--- config.mk ---
export PLATFORM = sky130hd
export DESIGN_NAME = timed_key_sequence_detector
export DESIGN_NICKNAME = d
export VERILOG_FILES = /design/src/tksd_pkg.sv /design/src/tksd_ram.sv /design/src/timed_key_sequence_detector.sv
export SDC_FILE = /design/constraint.sdc
export NUM_CORES = 1
export LEC_CHECK = 0
export BUFFER_PORTS_ARGS = -buffer_cell sky130_fd_sc_hd__buf_2
export CAP_MARGIN = 20
export CORE_MARGIN = 8
export CORE_UTILIZATION = 56
export DETAILED_ROUTE_END_ITERATION = 10
export MAX_ROUTING_LAYER = met4
export PLACE_DENSITY = 0.76
export RECOVER_POWER = 50
export SYNTH_ARGS = -nofsm -noshare
export SYNTH_HDL_FRONTEND = slang
export SYNTH_SLANG_ARGS = --single-unit
--- constraint.sdc ---
create_clock -name clk -period 8.1 [get_ports clk]
set_clock_uncertainty 0.2 [all_clocks]
set_input_delay 2.025 -clock clk [delete_from_list [all_inputs] [get_ports clk]]
set_output_delay 2.025 -clock clk [all_outputs]
set_load 0.1 [all_outputs]
--- src/tksd_pkg.sv ---
// ----------------------------------------------------------------------------
// tksd_pkg
// Types and constants shared by the timed key sequence detector.
// ----------------------------------------------------------------------------
package tksd_pkg;

  // Register indexes on the configuration port
  localparam int unsigned CfgAddrW = 3;
  localparam logic [CfgAddrW-1:0] CFG_CODES_LOW  = 3'd0;
  localparam logic [CfgAddrW-1:0] CFG_CODES_HIGH = 3'd1;
  localparam logic [CfgAddrW-1:0] CFG_CMD_LENGTH = 3'd2;
  localparam logic [CfgAddrW-1:0] CFG_TIME_WIN   = 3'd3;
  localparam logic [CfgAddrW-1:0] CFG_BTN_COUNT  = 3'd4;

  // Event types
  localparam logic [7:0] EV_BUTTON = 8'd1;
  localparam logic [7:0] EV_AXIS   = 8'd2;

  localparam int unsigned CodeW    = 8;
  localparam int unsigned TimeW    = 32;
  localparam int unsigned LenW     = 5;
  localparam int unsigned MaxCmd   = 16;
  localparam int unsigned EntryW   = CodeW + TimeW;

  // Reset values of the configuration registers
  localparam logic [63:0]      RST_CODES_LOW  = 64'h0908_0908_0B0B_0A0A;
  localparam logic [63:0]      RST_CODES_HIGH = 64'h0000_0000_0000_0302;
  localparam logic [LenW-1:0]  RST_CMD_LENGTH = 5'd10;
  localparam logic [TimeW-1:0] RST_TIME_WIN   = 32'd5000;
  localparam logic [7:0]       RST_BTN_COUNT  = 8'd8;

  typedef enum logic [1:0] {
    ST_IDLE,
    ST_SCAN,
    ST_FINISH
  } tksd_state_t;

  // Pick command code k out of the two packed command words
  function automatic logic [CodeW-1:0] command_code(input logic [63:0] lo,
                                                    input logic [63:0] hi,
                                                    input logic [3:0]  k);
    logic [63:0] word;
    word = k[3] ? hi : lo;
    return word[{k[2:0], 3'b000} +: CodeW];
  endfunction

endpackage

--- src/tksd_ram.sv ---
// ----------------------------------------------------------------------------
// tksd_ram
// Generic single write port RAM with one registered read port.
// ----------------------------------------------------------------------------
module tksd_ram #(
  parameter int unsigned WIDTH = 40,
  parameter int unsigned DEPTH = 16
) (
  input  logic                     clk,
  input  logic                     we,
  input  logic [$clog2(DEPTH)-1:0] waddr,
  input  logic [WIDTH-1:0]         wdata,
  input  logic [$clog2(DEPTH)-1:0] raddr,
  output logic [WIDTH-1:0]         rdata
);

  logic [WIDTH-1:0] mem [DEPTH];
  logic [WIDTH-1:0] rdata_r;

  always_ff @(posedge clk) begin
    if (we) begin
      mem[waddr] <= wdata;
    end
    rdata_r <= mem[raddr];
  end

  assign rdata = rdata_r;

endmodule

--- src/timed_key_sequence_detector.sv ---
// ----------------------------------------------------------------------------
// timed_key_sequence_detector
// Maps joystick events to key codes and flags a timed command sequence.
// ----------------------------------------------------------------------------
// Usage:
//   in_*  : one joystick event per word; the event type travels in in_tuser,
//           number, value and time in in_tdata.
//   out_* : one word per key press (matched, key_code); events that are not
//           key presses are taken and give no word.
//   cfg_* : command codes, command length, window and button count; write
//           only while the block is idle.
// Each key press is written into a ring history RAM and the last L entries
// (L the configured command length) are then read back one a cycle through
// a single registered read port and checked against the command by one
// comparator. A key press passes from idle through the scan to a finish step
// that loads the result word; an invalid or not yet reachable length goes
// straight to the finish step. Dropped events are taken in idle and leave
// it idle. in_tready is high only while idle. The result sits in an output
// register; while the receiver stalls the next item may still be taken and
// processed, and the block then holds in its last step until the register is
// free. Reset clears the fill count and write position and loads the default
// configuration; the RAM needs no clearing since only stored entries are read.
// ----------------------------------------------------------------------------
module timed_key_sequence_detector
  import tksd_pkg::*;
#(
  parameter int unsigned HISTORY_DEPTH = 16
) (
  input  logic                clk,
  input  logic                rst_n,
  input  logic                in_tvalid,
  output logic                in_tready,
  // in_tuser: event_type[7:0]
  input  logic [7:0]          in_tuser,
  // in_tdata: event_number[7:0], event_value[23:8], event_time[55:24]
  input  logic [55:0]         in_tdata,
  // out_tdata: matched[0], key_code[8:1], zero[15:9]
  output logic                out_tvalid,
  input  logic                out_tready,
  output logic [15:0]         out_tdata,
  input  logic                cfg_we,
  input  logic [CfgAddrW-1:0] cfg_addr,
  input  logic [63:0]         cfg_wdata
);

  localparam int unsigned AW     = $clog2(HISTORY_DEPTH);
  localparam int unsigned PW     = $clog2(HISTORY_DEPTH + 1);
  localparam int unsigned CmpW   = (PW > LenW) ? PW + 1 : LenW + 1;
  localparam int unsigned IdxW   = (AW > LenW) ? AW + 1 : LenW + 1;
  localparam logic [AW-1:0] LastIdx = AW'(HISTORY_DEPTH - 1);
  localparam logic [PW-1:0] FullCnt = PW'(HISTORY_DEPTH);

  // Configuration registers
  logic [63:0]      codes_lo_r, codes_hi_r;
  logic [LenW-1:0]  cmd_len_r;
  logic [TimeW-1:0] time_win_r;
  logic [7:0]       btn_cnt_r;

  always_ff @(posedge clk) begin
    if (!rst_n) begin
      codes_lo_r <= RST_CODES_LOW;
      codes_hi_r <= RST_CODES_HIGH;
      cmd_len_r  <= RST_CMD_LENGTH;
      time_win_r <= RST_TIME_WIN;
      btn_cnt_r  <= RST_BTN_COUNT;
    end else if (cfg_we) begin
      unique case (cfg_addr)
        CFG_CODES_LOW:  codes_lo_r <= cfg_wdata;
        CFG_CODES_HIGH: codes_hi_r <= cfg_wdata;
        CFG_CMD_LENGTH: cmd_len_r  <= cfg_wdata[LenW-1:0];
        CFG_TIME_WIN:   time_win_r <= cfg_wdata[TimeW-1:0];
        CFG_BTN_COUNT:  btn_cnt_r  <= cfg_wdata[7:0];
        default: ;
      endcase
    end
  end

  // Input fields
  logic [7:0]       ev_type, ev_num;
  logic [15:0]      ev_val;
  logic [TimeW-1:0] ev_time;
  assign ev_type = in_tuser;
  assign ev_num  = in_tdata[7:0];
  assign ev_val  = in_tdata[23:8];
  assign ev_time = in_tdata[55:24];

  // Key mapping
  logic             val_nz, val_pos, is_btn, is_axis, is_key;
  logic [CodeW-1:0] key_code;
  assign val_nz  = (ev_val != 16'd0);
  assign val_pos = val_nz && !ev_val[15];
  assign is_btn  = (ev_type == EV_BUTTON) && val_pos;
  assign is_axis = (ev_type == EV_AXIS) && val_nz;
  assign is_key  = is_btn || is_axis;
  assign key_code = is_btn ? ev_num
                  : btn_cnt_r + {ev_num[6:0], 1'b0} + {7'd0, val_pos};

  // Sequencer state
  tksd_state_t      state_r, state_nxt;
  logic [AW-1:0]    wpos_r, wpos_nxt;
  logic [PW-1:0]    presses_r, presses_nxt;
  logic [AW-1:0]    rd_addr_r, rd_addr_nxt;
  logic [LenW-1:0]  cnt_r, cnt_nxt;
  logic             ok_r, ok_nxt;
  logic [CodeW-1:0] code_r, code_nxt;
  logic [TimeW-1:0] t_last_r, t_last_nxt;
  logic [TimeW-1:0] t_first_r, t_first_nxt;
  logic             out_valid_r, out_valid_nxt;
  logic             out_match_r, out_match_nxt;
  logic [CodeW-1:0] out_code_r, out_code_nxt;

  logic              accept, ram_we;
  logic [EntryW-1:0] ram_rdata;
  logic [PW-1:0]     presses_inc;
  logic              len_ok;
  logic [LenW-1:0]   len_m1;
  logic [IdxW-1:0]   first_wide;
  logic [AW-1:0]     first_idx;
  logic [CodeW-1:0]  exp_code;
  logic [LenW-1:0]   cnt_m1;
  logic              out_free;

  assign accept   = in_tvalid && in_tready;
  assign ram_we   = accept && is_key;
  assign out_free = !out_valid_r || out_tready;

  assign presses_inc = (presses_r == FullCnt) ? presses_r : presses_r + PW'(1);

  // Length must be 1..16, fit the history and be covered by stored presses
  assign len_ok = (cmd_len_r != '0)
               && (CmpW'(cmd_len_r) <= CmpW'(MaxCmd))
               && (CmpW'(cmd_len_r) <= CmpW'(HISTORY_DEPTH))
               && (CmpW'(cmd_len_r) <= CmpW'(presses_inc));

  // Oldest entry of the sequence, back from the write position with wrap
  assign len_m1 = cmd_len_r - LenW'(1);
  always_comb begin
    if (IdxW'(wpos_r) >= IdxW'(len_m1)) begin
      first_wide = IdxW'(wpos_r) - IdxW'(len_m1);
    end else begin
      first_wide = IdxW'(wpos_r) + IdxW'(HISTORY_DEPTH) - IdxW'(len_m1);
    end
  end
  assign first_idx = first_wide[AW-1:0];

  assign cnt_m1   = cnt_r - LenW'(1);
  assign exp_code = command_code(codes_lo_r, codes_hi_r, cnt_m1[3:0]);

  tksd_ram #(
    .WIDTH (EntryW),
    .DEPTH (HISTORY_DEPTH)
  ) u_hist (
    .clk   (clk),
    .we    (ram_we),
    .waddr (wpos_r),
    .wdata ({ev_time, key_code}),
    .raddr (rd_addr_r),
    .rdata (ram_rdata)
  );

  always_ff @(posedge clk) begin
    if (!rst_n) begin
      state_r     <= ST_IDLE;
      wpos_r      <= '0;
      presses_r   <= '0;
      out_valid_r <= 1'b0;
    end else begin
      state_r     <= state_nxt;
      wpos_r      <= wpos_nxt;
      presses_r   <= presses_nxt;
      out_valid_r <= out_valid_nxt;
    end
  end

  always_ff @(posedge clk) begin
    rd_addr_r   <= rd_addr_nxt;
    cnt_r       <= cnt_nxt;
    ok_r        <= ok_nxt;
    code_r      <= code_nxt;
    t_last_r    <= t_last_nxt;
    t_first_r   <= t_first_nxt;
    out_match_r <= out_match_nxt;
    out_code_r  <= out_code_nxt;
  end

  always_comb begin
    state_nxt     = state_r;
    wpos_nxt      = wpos_r;
    presses_nxt   = presses_r;
    rd_addr_nxt   = rd_addr_r;
    cnt_nxt       = cnt_r;
    ok_nxt        = ok_r;
    code_nxt      = code_r;
    t_last_nxt    = t_last_r;
    t_first_nxt   = t_first_r;
    out_valid_nxt = out_valid_r && !out_tready;
    out_match_nxt = out_match_r;
    out_code_nxt  = out_code_r;
    in_tready     = 1'b0;

    unique case (state_r)
      ST_IDLE: begin
        in_tready = 1'b1;
        if (in_tvalid && is_key) begin
          wpos_nxt    = (wpos_r == LastIdx) ? '0 : wpos_r + AW'(1);
          presses_nxt = presses_inc;
          rd_addr_nxt = first_idx;
          cnt_nxt     = '0;
          ok_nxt      = len_ok;
          code_nxt    = key_code;
          t_last_nxt  = ev_time;
          state_nxt   = len_ok ? ST_SCAN : ST_FINISH;
        end
      end
      ST_SCAN: begin
        // issue entry cnt, check the one read last cycle
        rd_addr_nxt = (rd_addr_r == LastIdx) ? '0 : rd_addr_r + AW'(1);
        cnt_nxt     = cnt_r + LenW'(1);
        if (cnt_r != '0) begin
          if (ram_rdata[CodeW-1:0] != exp_code) begin
            ok_nxt = 1'b0;
          end
          if (cnt_r == LenW'(1)) begin
            t_first_nxt = ram_rdata[EntryW-1:CodeW];
          end
        end
        if (cnt_r == cmd_len_r) begin
          state_nxt = ST_FINISH;
        end
      end
      ST_FINISH: begin
        // hold until the output register is free
        if (out_free) begin
          out_valid_nxt = 1'b1;
          out_match_nxt = ok_r && ((t_last_r - t_first_r) <= time_win_r);
          out_code_nxt  = code_r;
          state_nxt     = ST_IDLE;
        end
      end
      default: state_nxt = ST_IDLE;
    endcase
  end

  assign out_tvalid = out_valid_r;
  assign out_tdata  = {7'd0, out_code_r, out_match_r};

  // Fill count never passes the history depth
  a_presses_sat: assert property (@(posedge clk) disable iff (!rst_n)
    presses_r <= FullCnt)
    else $error("fill count above history depth");

  // A key press always starts the scan or goes straight to the result
  a_key_starts: assert property (@(posedge clk) disable iff (!rst_n)
    accept && is_key |=> state_r == ST_SCAN || state_r == ST_FINISH)
    else $error("key press did not start processing");

  // Scan counter stays within the command length
  a_scan_bound: assert property (@(posedge clk) disable iff (!rst_n)
    state_r == ST_SCAN |-> cnt_r <= cmd_len_r)
    else $error("scan ran past command length");

  // A match is only reported once enough presses are stored
  a_match_fill: assert property (@(posedge clk) disable iff (!rst_n)
    out_valid_r && out_match_r |-> CmpW'(presses_r) >= CmpW'(cmd_len_r))
    else $error("match reported with too few presses");

endmodule

==> impl_metrics.json <==
{
  "slew_headroom": -1.43,
  "cellPowerDensity_nw_per_um2": 225,
  "crit_path_start_kind": "register",
  "grt_pass1_wl_um": 145000,
  "avgRoutedWirePerCell_um": 23.5,
  "dieArea_um2": 79800,
  "ios": 154,
  "fmax_ghz": 0.161,
  "post-route-period-util": 0.768,
  "ir_worst_vdd_mv": 0.189,
  "clock_path_buffers": 3,
  "holdCritPathClass": "reg2reg",
  "cp-end-kind": "register",
  "grt-ovfl-total": 0,
  "drive_above_1_share": 0.153,
  "drt_iter0_drc": 2344,
  "grt_max_degree": 109,
  "setup_violations": 0,
  "postCtsHoldBufs": 0,
  "netlist_instances": 2879,
  "synth_edf_count": 731,
  "synth_area_um2": 39800,
  "drc": 0,
  "crit_slowest_cell": "clkbuf_2",
  "violations": "capacitance limit, slew limit",
  "post_cts_resized": 0,
  "cts_buffers": 95,
  "register_area_um2": 26500,
  "cts_tree": "built",
  "initial_core_util": 0.567,
  "syn_avg_cell_area_um2": 13.8,
  "cap_violations": 9,
  "fill_cells": 5019,
  "core_area_um2": 70100,
  "rows": 97,
  "ys_async_sr_fraction": 0,
  "yosysUniqueCellTypes": 68,
  "finalHoldViolCount": 0,
  "root_buffer": "clkbuf_16",
  "vias": 24600,
  "die_h_um": 282,
  "antenna_found_initial": 2,
  "multiInputGateArea_um2": 12400,
  "crit_buf_inv": 2,
  "p_leak_nw": 15.6,
  "place.gp.congestion": 0.895,
  "grt_use_total": 0.242,
  "cp_top_family": "buffers and inverters",
  "critPathKind": "reg2reg",
  "crit_required_ps": 8430,
  "ys_ff_latch": 956,
  "critPathMaxFanout": 103,
  "wl_um": 94700,
  "crit_path_max_incr_delay_ps": 2480,
  "clkLatencyLatePin_ps": 670,
  "avgViaCountPerCell": 6.08,
  "ys_warn_count": 0,
  "io_buffers": 146,
  "ys.flop_type": "edfxtp_1",
  "cts_sinks": 956,
  "nets": 3245,
  "min_period_ps": 6220,
  "rrSetupSlack_ps": 1880,
  "dr.pass1.iters": 8,
  "grt_setup_unrepaired": "no",
  "tns_ps": 0,
  "worst_slew_pin_slew_ps": 3650,
  "finalMaxSlewViolations": 469,
  "path_cells": "clkbuf_2 -> clkbuf_1 -> mux2_2 -> o21ai_0 -> a21oi_1 -> a22oi_1 -> nand2_1",
  "ys_seq_area_frac": 0.665,
  "dp_hpwl_um": 58700,
  "finalPower_w": 0.0101,
  "syn_to_final_growth_pct": 12.4,
  "antenna_left": 0,
  "cts.htree.levels": 3,
  "path_clk_slew_ps": 70,
  "status": "finished with violations",
  "postCtsSetupBuffers": 0,
  "cp.arrival_ps": 6550,
  "grt_pass1_vias": 24600,
  "die_w_um": 282
}
## where the power goes
group	internal [W]	leakage, nW	switching [W]	total [W]
combinational	0.0000760	5.65	0.000176	0.000252
sequential	0.00530	8.39	0.0000121	0.00531
clock	0.00263	1.57	0.00188	0.00451
total	0.00800	15.6	0.00207	0.0101
## sequential cells by signal, indices dropped and copies added, names as in the netlist, 2 cells and up
name          count
out_code_r        8
u_hist.rdata     40
codes_lo_r       64
rd_addr_r         4
u_hist.mem      640
cnt_r             5
t_first_r        32
btn_cnt_r         8
presses_r         5
state_r           2
t_last_r         32
time_win_r       32
codes_hi_r       64
cmd_len_r         5
code_r            8
wpos_r            4
## area by class of cell
| class | count | share of cell area |
|---|---|---|
| clock buffers | 132 | 0.0599 |
| diodes | 1 | 0.0000560 |
| clock inverters | 47 | 0.0132 |
| repair buffers | 193 | 0.0232 |
| inverters | 91 | 0.00764 |
| multi-input cells | 1679 | 0.278 |
| well taps | 940 | 0.0263 |
| flip-flops and latches | 956 | 0.592 |
## worst register-to-register path, stage by stage (launching register included)
cell and delay (ps):
edfxtp_1 320, clkbuf_2 2480, clkbuf_1 1980, mux2_2 510
o21ai_0 150, a21oi_1 80, a22oi_1 240, nand2_1 140
## per-stage QoR
stage	hold WS [ps]	worst slack (ps)	utilization	instances	cell area, um^2
finish	203	1880	0.637	4039	44700
global route	202	1250	0.637	4038	44700
CTS	201	2860	0.638	4033	44700
detailed placement	189	2520	0.591	3854	41500
global placement	189	2700	0.591	3852	41500
floorplan	186	24.8	-	2885	39800
## synth_stat cells (all sizes together) (25+ instances only)
cell type	count	area, um^2
mux2i	132	1320
o21ai	113	566
clkbuf	123	492
a22oi	41	308
nand3	41	205
mux4	80	1800
edfxtp	731	22000
nand2	439	1660
xnor2	47	412
nor2	75	282
and3	29	189
a21boi	147	1100
mux2	58	653
inv	91	342
ha	90	1130
a221oi	42	368
a21oi	102	510
a21o	25	188
dfxtp	225	4500
buf	36	213
## path summary, 6_finish.rpt
| path | startpoint | endpoint | cells after the start |
|---|---|---|---|
| hold / removal | u_hist.rdata[12]$_DFF_P_ | t_first_r[4]$_DFFE_PP_ | 0 |
| hold reg to reg | u_hist.rdata[12]$_DFF_P_ | t_first_r[4]$_DFFE_PP_ | 0 |
| setup reg to reg | rd_addr_r[0]$_DFFE_PP_ | u_hist.rdata[15]$_DFF_P_ | 7 |
| setup / recovery | rd_addr_r[0]$_DFFE_PP_ | u_hist.rdata[15]$_DFF_P_ | 7 |
## cells by family after synthesis
group,after synthesis,share of synthesized area
AOI/OAI and AO/OA,564,0.0951
buffers and inverters,250,0.0263
muxes,270,0.0950
xor gates and xnor gates,66,0.0145
and+or+nand+nor,679,0.0737
other,1,0.0000943
DFF,956,0.665
adders and majority gates,93,0.0298
## layout by cell type, fill, tap and decap left out, types with 12 or more instances in the layout
cell	synthesis	layout
o21a_1	13	13
nand3_1	41	41
a31oi_1	16	16
a21o_1	25	25
nand4_1	15	15
a22oi_1	41	41
xnor2_1	47	47
a21boi_0	147	147
clkbuf_16	0	97
a21oi_1	102	102
buf_4	8	38
buf_2	2	113
mux4_2	80	80
a211oi_1	15	15
nand2b_1	13	13
and3_1	23	23
nor2b_1	19	18
mux2i_1	132	132
ha_1	90	90
mux2_2	58	58
clkbuf_1	120	61
xor2_1	19	19
o21ai_0	112	112
edfxtp_1	731	731
clkinv_2	0	15
nor2_4	0	13
inv_1	91	91
clkbuf_8	3	12
a221oi_1	42	42
dfxtp_1	225	225
nand2_1	438	437
nor2_1	75	62
## routing by layer
layer,vias up,GRT usage,wire [um]
met5,-,-,0
met1,12200,0.318,39000
met3,197,0.0333,7120
met2,1157,0.395,46000
li1,11000,-,-
met4,0,0.0694,2680
Power figures use the tool's default switching activity.
